### config.mk
export PLATFORM = sky130hd
export DESIGN_NAME = quintic_trajectory_generator
export DESIGN_NICKNAME = d
export VERILOG_FILES = /design/src/qtg_pkg.sv /design/src/qtg_front.sv /design/src/qtg_queue.sv /design/src/qtg_back.sv /design/src/quintic_trajectory_generator.sv
export SDC_FILE = /design/constraint.sdc
export NUM_CORES = 2
export LEC_CHECK = 0
export BUFFER_PORTS_ARGS = -buffer_cell sky130_fd_sc_hd__clkbuf_2
export CAP_MARGIN = 20
export CORE_ASPECT_RATIO = 1.5
export CORE_MARGIN = 3
export CORE_UTILIZATION = 50
export DETAILED_ROUTE_END_ITERATION = 8
export GPL_TIMING_DRIVEN = 1
export PLACE_DENSITY = 0.62
export SLEW_MARGIN = 20
export SYNTH_ARGS = -nofsm -noshare
export SYNTH_HDL_FRONTEND = slang
export SYNTH_SLANG_ARGS = --single-unit
### constraint.sdc
create_clock -name clk -period 10.75 [get_ports clk]
set_input_delay 2.15 -clock clk [delete_from_list [all_inputs] [get_ports clk]]
set_output_delay 2.15 -clock clk [all_outputs]
set_load 0.03 [all_outputs]
### src/qtg_pkg.sv
// Shared types and constants for the quintic trajectory generator.
// Holds the Horner operation table used by the evaluation engine.
// No dependencies.
package qtg_pkg;

  localparam int NumCoefs  = 6;
  localparam int NumOps    = 18;
  localparam int OpW       = 5;
  localparam int CoefW     = 32;
  localparam int TimeW     = 24;
  localparam int StepW     = 16;
  localparam int FracW     = 16;
  localparam int CfgIdxW   = 3;
  localparam int WeightW   = 6;
  localparam int TermW     = 38;
  localparam int ProdW     = 57;
  localparam int SumW      = 42;

  typedef logic signed [CoefW-1:0] qtg_coef_t;

  typedef enum logic [CfgIdxW-1:0] {
    REG_COEF_0    = 3'd0,
    REG_COEF_1    = 3'd1,
    REG_COEF_2    = 3'd2,
    REG_COEF_3    = 3'd3,
    REG_COEF_4    = 3'd4,
    REG_COEF_5    = 3'd5,
    REG_TIME_STEP = 3'd6,
    REG_END_TIME  = 3'd7
  } qtg_reg_e;

  typedef enum logic [1:0] {
    POLY_POS = 2'd0,
    POLY_VEL = 2'd1,
    POLY_ACC = 2'd2,
    POLY_JRK = 2'd3
  } qtg_poly_e;

  // one queued tick: the time it evaluates and whether it wraps afterwards
  typedef struct packed {
    logic [TimeW-1:0] sample_time;
    logic             last;
  } qtg_item_t;

  typedef struct packed {
    logic               init;
    logic               fin;
    qtg_poly_e          poly;
    logic [2:0]         cidx;
    logic [WeightW-1:0] weight;
  } qtg_op_t;

  function automatic qtg_op_t mk_op(input logic init, input logic fin, input qtg_poly_e poly,
                                    input logic [2:0] cidx, input logic [WeightW-1:0] weight);
    qtg_op_t r;
    r.init   = init;
    r.fin    = fin;
    r.poly   = poly;
    r.cidx   = cidx;
    r.weight = weight;
    return r;
  endfunction

  // Horner schedule: each polynomial starts at its top coefficient
  function automatic qtg_op_t op_info(input logic [OpW-1:0] op);
    qtg_op_t r;
    case (op)
      5'd0:    r = mk_op(1'b1, 1'b0, POLY_POS, 3'd5, 6'd1);
      5'd1:    r = mk_op(1'b0, 1'b0, POLY_POS, 3'd4, 6'd1);
      5'd2:    r = mk_op(1'b0, 1'b0, POLY_POS, 3'd3, 6'd1);
      5'd3:    r = mk_op(1'b0, 1'b0, POLY_POS, 3'd2, 6'd1);
      5'd4:    r = mk_op(1'b0, 1'b0, POLY_POS, 3'd1, 6'd1);
      5'd5:    r = mk_op(1'b0, 1'b1, POLY_POS, 3'd0, 6'd1);
      5'd6:    r = mk_op(1'b1, 1'b0, POLY_VEL, 3'd5, 6'd5);
      5'd7:    r = mk_op(1'b0, 1'b0, POLY_VEL, 3'd4, 6'd4);
      5'd8:    r = mk_op(1'b0, 1'b0, POLY_VEL, 3'd3, 6'd3);
      5'd9:    r = mk_op(1'b0, 1'b0, POLY_VEL, 3'd2, 6'd2);
      5'd10:   r = mk_op(1'b0, 1'b1, POLY_VEL, 3'd1, 6'd1);
      5'd11:   r = mk_op(1'b1, 1'b0, POLY_ACC, 3'd5, 6'd20);
      5'd12:   r = mk_op(1'b0, 1'b0, POLY_ACC, 3'd4, 6'd12);
      5'd13:   r = mk_op(1'b0, 1'b0, POLY_ACC, 3'd3, 6'd6);
      5'd14:   r = mk_op(1'b0, 1'b1, POLY_ACC, 3'd2, 6'd2);
      5'd15:   r = mk_op(1'b1, 1'b0, POLY_JRK, 3'd5, 6'd60);
      5'd16:   r = mk_op(1'b0, 1'b0, POLY_JRK, 3'd4, 6'd24);
      5'd17:   r = mk_op(1'b0, 1'b1, POLY_JRK, 3'd3, 6'd6);
      default: r = mk_op(1'b0, 1'b0, POLY_POS, 3'd0, 6'd0);
    endcase
    return r;
  endfunction

endpackage

### src/qtg_front.sv
// Front end of the trajectory generator: accepts ticks and keeps sample time.
// Classifies each tick as wrapping or not and queues it. Uses qtg_pkg.
module qtg_front
  import qtg_pkg::*;
(
  input  logic             clk,
  input  logic             rst,
  input  logic             push,
  input  logic             restart,
  input  logic             q_full,
  input  logic [StepW-1:0] time_step,
  input  logic [TimeW-1:0] end_time,
  output logic             q_wr,
  output qtg_item_t        q_item
);

  logic [TimeW-1:0] current_time;
  logic [TimeW-1:0] t;
  logic [TimeW:0]   next_time;

  always_comb begin
    t         = restart ? '0 : current_time;
    next_time = {1'b0, t} + {{(TimeW + 1 - StepW){1'b0}}, time_step};
    q_wr      = push && !q_full;
    q_item.sample_time = t;
    q_item.last        = next_time > {1'b0, end_time};
  end

  always_ff @(posedge clk) begin
    if (rst) begin
      current_time <= '0;
    end else if (q_wr) begin
      // wrap to zero once the next step would pass the end time
      current_time <= q_item.last ? '0 : next_time[TimeW-1:0];
    end
  end

`ifndef ASSERT_OFF
  a_wrap: assert property (@(posedge clk) disable iff (rst)
    q_wr && q_item.last |=> current_time == '0)
    else $error("time did not wrap after last tick");

  a_advance: assert property (@(posedge clk) disable iff (rst)
    q_wr && !q_item.last |=> current_time == $past(next_time[TimeW-1:0]))
    else $error("time did not advance by the step");
`endif

endmodule

### src/qtg_queue.sv
// Short queue of classified ticks between the front end and the engine.
// Uses qtg_pkg for the item type.
module qtg_queue
  import qtg_pkg::*;
#(
  parameter int DEPTH = 2
) (
  input  logic      clk,
  input  logic      rst,
  input  logic      wr_en,
  input  qtg_item_t wr_item,
  output logic      full,
  input  logic      rd_en,
  output qtg_item_t rd_item,
  output logic      empty
);

  localparam int PtrW = (DEPTH > 1) ? $clog2(DEPTH) : 1;
  localparam int CntW = $clog2(DEPTH + 1);

  qtg_item_t       mem [DEPTH];
  logic [PtrW-1:0] wr_ptr;
  logic [PtrW-1:0] rd_ptr;
  logic [CntW-1:0] count;

  assign full    = count == CntW'(DEPTH);
  assign empty   = count == '0;
  assign rd_item = mem[rd_ptr];

  always_ff @(posedge clk) begin
    if (wr_en) begin
      mem[wr_ptr] <= wr_item;
    end
  end

  always_ff @(posedge clk) begin
    if (rst) begin
      wr_ptr <= '0;
      rd_ptr <= '0;
      count  <= '0;
    end else begin
      if (wr_en) begin
        wr_ptr <= (wr_ptr == PtrW'(DEPTH - 1)) ? '0 : wr_ptr + 1'b1;
      end
      if (rd_en) begin
        rd_ptr <= (rd_ptr == PtrW'(DEPTH - 1)) ? '0 : rd_ptr + 1'b1;
      end
      if (wr_en && !rd_en) begin
        count <= count + 1'b1;
      end else if (rd_en && !wr_en) begin
        count <= count - 1'b1;
      end
    end
  end

`ifndef ASSERT_OFF
  a_no_overflow: assert property (@(posedge clk) disable iff (rst)
    wr_en |-> count < CntW'(DEPTH))
    else $error("write into full queue");

  a_no_underflow: assert property (@(posedge clk) disable iff (rst)
    rd_en |-> count != '0)
    else $error("read from empty queue");
`endif

endmodule

### src/qtg_back.sv
// Evaluation engine: Horner's rule on one shared 32x25 multiplier.
// Evaluates position and three derivatives, then holds the result beat.
// Uses qtg_pkg for the operation table and types.
module qtg_back
  import qtg_pkg::*;
(
  input  logic                    clk,
  input  logic                    rst,
  input  qtg_coef_t               coefs [NumCoefs],
  input  logic                    q_empty,
  input  qtg_item_t               q_item,
  output logic                    q_pop,
  output logic                    out_empty,
  input  logic                    out_pop,
  output logic signed [CoefW-1:0] position,
  output logic signed [CoefW-1:0] velocity,
  output logic signed [CoefW-1:0] acceleration,
  output logic signed [CoefW-1:0] jerk,
  output logic [TimeW-1:0]        sample_time,
  output logic                    last
);

  typedef enum logic [2:0] {
    S_IDLE = 3'b001,
    S_RUN  = 3'b010,
    S_DONE = 3'b100
  } state_t;

  localparam logic signed [SumW-1:0] SatMax = SumW'(64'sd2147483647);
  localparam logic signed [SumW-1:0] SatMin = -SumW'(64'sd2147483648);

  state_t                    state;
  logic [OpW-1:0]            op;
  logic signed [TermW-1:0]   wc;
  logic signed [TermW-1:0]   wc_next;
  logic signed [CoefW-1:0]   acc;
  logic [TimeW-1:0]          item_time;
  logic                      item_last;
  logic                      out_valid;
  logic signed [CoefW-1:0]   res [4];
  qtg_op_t                   cur;
  qtg_op_t                   sel;
  logic signed [ProdW-1:0]   prod;
  logic signed [ProdW-1:0]   prod_rnd;
  logic signed [SumW-1:0]    wc_ext;
  logic signed [SumW-1:0]    sum;
  logic signed [CoefW-1:0]   sat_val;
  logic                      handoff;

  always_comb begin
    cur = op_info(op);
    // weighted coefficient is prepared one op ahead
    sel = (state == S_IDLE) ? op_info('0) : op_info(op + 1'b1);
    wc_next  = TermW'(coefs[sel.cidx]) * TermW'($signed({1'b0, sel.weight}));
    prod     = ProdW'(acc) * ProdW'($signed({1'b0, item_time}));
    prod_rnd = prod + ProdW'(64'sd32768);
    wc_ext   = {{(SumW - TermW){wc[TermW-1]}}, wc};
    if (cur.init) begin
      sum = wc_ext;
    end else begin
      sum = {prod_rnd[ProdW-1], prod_rnd[ProdW-1:FracW]} + wc_ext;
    end
    if (sum > SatMax) begin
      sat_val = SatMax[CoefW-1:0];
    end else if (sum < SatMin) begin
      sat_val = SatMin[CoefW-1:0];
    end else begin
      sat_val = sum[CoefW-1:0];
    end
  end

  assign q_pop     = (state == S_IDLE) && !q_empty;
  assign handoff   = (state == S_DONE) && (!out_valid || out_pop);
  assign out_empty = !out_valid;

  always_ff @(posedge clk) begin
    if (rst) begin
      state     <= S_IDLE;
      op        <= '0;
      out_valid <= 1'b0;
    end else begin
      case (state)
        S_IDLE: begin
          if (!q_empty) begin
            state <= S_RUN;
            op    <= '0;
          end
        end
        S_RUN: begin
          if (op == OpW'(NumOps - 1)) begin
            state <= S_DONE;
          end else begin
            op <= op + 1'b1;
          end
        end
        S_DONE: begin
          if (handoff) begin
            state <= S_IDLE;
          end
        end
        default: begin
          state <= S_IDLE;
        end
      endcase
      if (handoff) begin
        out_valid <= 1'b1;
      end else if (out_pop) begin
        out_valid <= 1'b0;
      end
    end
  end

  always_ff @(posedge clk) begin
    if (q_pop) begin
      item_time <= q_item.sample_time;
      item_last <= q_item.last;
    end
    if (q_pop || state == S_RUN) begin
      wc <= wc_next;
    end
    if (state == S_RUN) begin
      acc <= sat_val;
      if (cur.fin) begin
        res[cur.poly] <= sat_val;
      end
    end
    if (handoff) begin
      position     <= res[POLY_POS];
      velocity     <= res[POLY_VEL];
      acceleration <= res[POLY_ACC];
      jerk         <= res[POLY_JRK];
      sample_time  <= item_time;
      last         <= item_last;
    end
  end

`ifndef ASSERT_OFF
  a_op_range: assert property (@(posedge clk) disable iff (rst)
    state == S_RUN |-> op < OpW'(NumOps))
    else $error("op counter past end of schedule");

  a_handoff: assert property (@(posedge clk) disable iff (rst)
    handoff |=> out_valid && state == S_IDLE)
    else $error("result beat not presented after handoff");
`endif

endmodule

### src/quintic_trajectory_generator.sv
// Quintic trajectory generator. Each pushed tick is timed and queued at once
// by the front end while the queue is not full; the engine then loads it, runs
// 18 Horner steps on a single shared 32x25 multiplier (position, velocity,
// acceleration, jerk), and hands the result beat to the output register. The
// engine takes a new tick only after handing off the last one; up to
// QUEUE_DEPTH ticks plus one in the engine and one waiting result may be
// outstanding. Write the configuration registers only while idle.
module quintic_trajectory_generator
  import qtg_pkg::*;
#(
  parameter int QUEUE_DEPTH = 2
) (
  input  logic                    clk,
  input  logic                    rst,
  input  logic                    push,
  output logic                    full,
  input  logic                    restart,
  output logic                    empty,
  input  logic                    pop,
  output logic signed [CoefW-1:0] position,
  output logic signed [CoefW-1:0] velocity,
  output logic signed [CoefW-1:0] acceleration,
  output logic signed [CoefW-1:0] jerk,
  output logic [TimeW-1:0]        sample_time,
  output logic                    last,
  input  logic                    cfg_write,
  input  logic [CfgIdxW-1:0]      cfg_index,
  input  logic [CoefW-1:0]        cfg_data
);

  qtg_coef_t        coefs [NumCoefs];
  logic [StepW-1:0] time_step;
  logic [TimeW-1:0] end_time;
  logic             q_wr;
  logic             q_pop;
  logic             q_empty;
  qtg_item_t        q_wr_item;
  qtg_item_t        q_rd_item;

  always_ff @(posedge clk) begin
    if (rst) begin
      for (int i = 0; i < NumCoefs; i++) begin
        coefs[i] <= '0;
      end
      time_step <= StepW'(655);
      end_time  <= TimeW'(262144);
    end else if (cfg_write) begin
      case (qtg_reg_e'(cfg_index))
        REG_COEF_0, REG_COEF_1, REG_COEF_2, REG_COEF_3, REG_COEF_4, REG_COEF_5: begin
          coefs[cfg_index] <= cfg_data;
        end
        REG_TIME_STEP: begin
          time_step <= cfg_data[StepW-1:0];
        end
        REG_END_TIME: begin
          end_time <= cfg_data[TimeW-1:0];
        end
        default: begin
        end
      endcase
    end
  end

  qtg_front u_front (
    .clk       (clk),
    .rst       (rst),
    .push      (push),
    .restart   (restart),
    .q_full    (full),
    .time_step (time_step),
    .end_time  (end_time),
    .q_wr      (q_wr),
    .q_item    (q_wr_item)
  );

  qtg_queue #(
    .DEPTH (QUEUE_DEPTH)
  ) u_queue (
    .clk     (clk),
    .rst     (rst),
    .wr_en   (q_wr),
    .wr_item (q_wr_item),
    .full    (full),
    .rd_en   (q_pop),
    .rd_item (q_rd_item),
    .empty   (q_empty)
  );

  qtg_back u_back (
    .clk          (clk),
    .rst          (rst),
    .coefs        (coefs),
    .q_empty      (q_empty),
    .q_item       (q_rd_item),
    .q_pop        (q_pop),
    .out_empty    (empty),
    .out_pop      (pop),
    .position     (position),
    .velocity     (velocity),
    .acceleration (acceleration),
    .jerk         (jerk),
    .sample_time  (sample_time),
    .last         (last)
  );

endmodule

==> flow_metrics.env <==
export IMPL_status="completed"
export IMPL_dr_pass1_iters=5
export IMPL_syn2layout_area_growth_pct=11.60
export IMPL_grt_pass1_vias=49060
export IMPL_synth_cell_types=87
export IMPL_path_depth=40
export IMPL_yosysWarningCount=0
export IMPL_crit_type="flip-flop to flip-flop"
export IMPL_root_buffer="clkbuf_16"
export IMPL_cts_tree="done"
export IMPL_finalNetCount=8079
export IMPL_hold_viol_final=0
export IMPL_setup_worst_path_start="u_back.acc[15]"
export IMPL_syn_area_per_cell_sq_um=9.713
export IMPL_cts_max_level=3
export IMPL_tightestPinTransition_ns=1.157
export IMPL_netlist_instances=6508
export IMPL_slowest_delay_ns=0.60
export IMPL_ys_flop_type="edfxtp_1"
export IMPL_grt_first_pass_wirelength_microns=279300
export IMPL_grt_use_met3_pct=3.524
export IMPL_required_ns=11.20
export IMPL_start_util_pct=50.44
export IMPL_r2r_cells=40
export IMPL_max_freq_ghz=0.09569
export IMPL_antenna_found_initial=3
export IMPL_num_rows=159
export IMPL_final_common_cell="nand2_1"
export IMPL_clk_pin_slew_worst_paths_ns=0.06
export IMPL_core_area_sq_um=125300
export IMPL_grtUsageMet1_pct=28.43
export IMPL_fillCellCount=11180
export IMPL_critPathSlowestCell="fa_1"
export IMPL_synthArstFlopShare_pct=0
export IMPL_vias=45950
export IMPL_met2_usage_pct=53.22
export IMPL_numCtsBuffers=71
export IMPL_globalRouteOverflowTotal=0
export IMPL_skew_ns=0.04202
export IMPL_r2r_start="u_back.acc[15]"
export IMPL_crit_path_end_kind="flip-flop"
export IMPL_relSlewSlack_pct=22.84
export IMPL_die_area_sq_um=130800
export IMPL_route_antenna_remaining_nets=0
export IMPL_gp_congestion=0.9990
export IMPL_diodes=0
export IMPL_layout_common_cells="nand2_1 (1099), inv_1 (1071), fa_1 (913)"
export IMPL_drc_errors=0
export IMPL_first_iter_violations=2425
export IMPL_reg2reg_slack_ns=0.30
export IMPL_grt_busiest_layer="met2"
export IMPL_drive_gt1_share_pct=11.20
export IMPL_drv_cap=0
export IMPL_worstPathArrival_ns=10.90
export IMPL_port_buffers=195
export IMPL_cp_max_fo=16
export IMPL_dpl_hpwl_microns=141000
export IMPL_synth_seq_cells=699
export IMPL_drt_wl_total_microns=181400
export IMPL_clock_path_buffers=3
export IMPL_multiInputGateArea_sq_um=40070
export IMPL_cpMostUsedCell="fa_1"
export IMPL_syn_nets=7816
export IMPL_routed_via_density=5.449
export IMPL_slew_viol_final=0
export IMPL_setup_tns_ns=0
export IMPL_synth_edf_count=426
export IMPL_worstSkewPairLatency_ns=0.70
export IMPL_wire_per_inst_microns=21.51
export IMPL_critPathBufInv=12
export IMPL_die_width_microns=296.3
export IMPL_critPathTopFamily="adder cells"
export IMPL_chipHeight_microns=441.5
export IMPL_track_usage_pct=28.37
export IMPL_endpoint="u_back.res[2][12]"
export IMPL_cts_hold_buffers=0
export IMPL_ioPinCount=196
export IMPL_r2r_end="u_back.res[2][12]"
export IMPL_worstHoldPathType="flip-flop to flip-flop"
export IMPL_timing_final_crit_period_ns=10.45
export IMPL_grt_max_degree=154
export IMPL_seqCellArea_sq_um=18260
export IMPL_start_kind="flip-flop"
export IMPL_numClockSinks=699
export IMPL_setup_viol=0
export IMPL_syn_cell_area_sq_um=63210
export IMPL_period_share_pct=97.21
export IMPL_ys_seq_area_share_pct=28.88
-- metrics by stage --
| stage | std cells | util [%] | area (sq um) | setup slack (ns) | hold slack [ns] |
|---|---|---|---|---|---|
| final | 8433 | 56.29 | 70550 | 0.3000 | 0.4164 |
| after global routing | 8433 | 56.29 | 70550 | -0.03144 | 0.4207 |
| after CTS | 8406 | 55.87 | 70020 | -0.006813 | 0.4106 |
| after detailed placement | 8276 | 53.91 | 67560 | -0.2842 | 0.4045 |
| after global placement | 8276 | 53.91 | 67560 | -0.2288 | 0.4011 |
| after floorplan | 6508 | - | 63210 | 0.8527 | 0.4003 |
-- worst min path at each step --
stage / start / end / slack, ns / depth (start not counted)
floorplan: u_back.res[2][0] / acceleration[0] / 0.40 / 0
global placement: u_back.res[2][17] / acceleration[17] / 0.40 / 0
detailed placement: u_back.res[2][12] / acceleration[12] / 0.40 / 0
CTS: u_back.res[2][16] / acceleration[16] / 0.41 / 0
global route: u_back.res[3][23] / jerk[23] / 0.42 / 0
finish: u_back.res[3][12] / jerk[12] / 0.42 / 0
-- cells in the mapped netlist, types with 10 or more instances --
| library cell | n | area (sq um) |
|---|---|---|
| o31ai_2 | 30 | 375.4 |
| a31oi_1 | 21 | 131.4 |
| clkbuf_2 | 16 | 80.08 |
| nand4_1 | 24 | 150.1 |
| xor2_1 | 47 | 411.6 |
| clkbuf_1 | 291 | 1092 |
| edfxtp_1 | 426 | 12790 |
| mux2_2 | 26 | 292.8 |
| inv_1 | 1071 | 4020 |
| a21oi_1 | 414 | 2072 |
| a211oi_1 | 10 | 75.07 |
| ha_1 | 350 | 4379 |
| nand2_1 | 1103 | 4140 |
| o21ai_0 | 59 | 295.3 |
| nor2b_1 | 48 | 300.3 |
| dfxtp_1 | 273 | 5465 |
| nor3_1 | 27 | 135.1 |
| o21ai_1 | 10 | 50.05 |
| a32oi_1 | 32 | 280.3 |
| o21a_1 | 17 | 127.6 |
| o211ai_1 | 11 | 82.58 |
| and2_1 | 468 | 2928 |
| nor2_1 | 216 | 810.8 |
| o21bai_1 | 30 | 225.2 |
| and3_1 | 13 | 81.33 |
| xnor2_1 | 106 | 928.4 |
| a21o_1 | 68 | 510.5 |
| fa_1 | 917 | 18360 |
| o31ai_1 | 10 | 75.07 |
| nand2b_1 | 108 | 675.7 |
| nand3_1 | 127 | 635.6 |
-- timing repair --
item	in CTS	in global routing
pin swaps	3	17
setup endpoints to repair	60	155
cloned	1	4
setup buffers	4	22
gates resized for setup	11	49
-- registers in the layout, indices dropped and copies added, names as in the netlist, 2 cells and up --
name,cells
acceleration,32
coefs,192
end_time,24
jerk,32
position,32
time_step,16
u_back.acc,32
u_back.cur,4
u_back.item_time,24
u_back.op,5
u_back.res,128
u_back.sample_time,24
u_back.state,3
u_back.wc,38
u_front.current_time,24
u_queue.count,2
u_queue.mem,50
velocity,32
-- routing by layer --
metal  vias to the layer above  wire [microns]
met2                      1349           97460
met4                         2           16430
met5                         -              16
li1                      20930               -
met3                       598            7263
met1                     23070           60180
-- cells by family after synthesis --
| group | share of synthesized area (%) |
|---|---|
| multiplexers | 0.5898 |
| buffers and inverters | 8.363 |
| AO/OA/AOI/OAI | 7.973 |
| adder cells (fa/ha/maj) | 35.97 |
| flip-flops | 28.88 |
| XOR/XNOR | 2.120 |
| AND/OR/NAND/NOR | 16.10 |
-- final cells by class --
type / instances / area share, %
inverters: 1071 / 5.698
flip-flops and latches: 699 / 25.88
repair buffers: 514 / 5.477
multi-input cells: 4414 / 56.80
clock inverters: 35 / 0.5977
well taps: 1610 / 2.855
clock buffers: 90 / 2.692
Power is left out: the tool's default activity adds up to more than one toggle a clock period on the data nets, which glitch-free logic cannot reach.
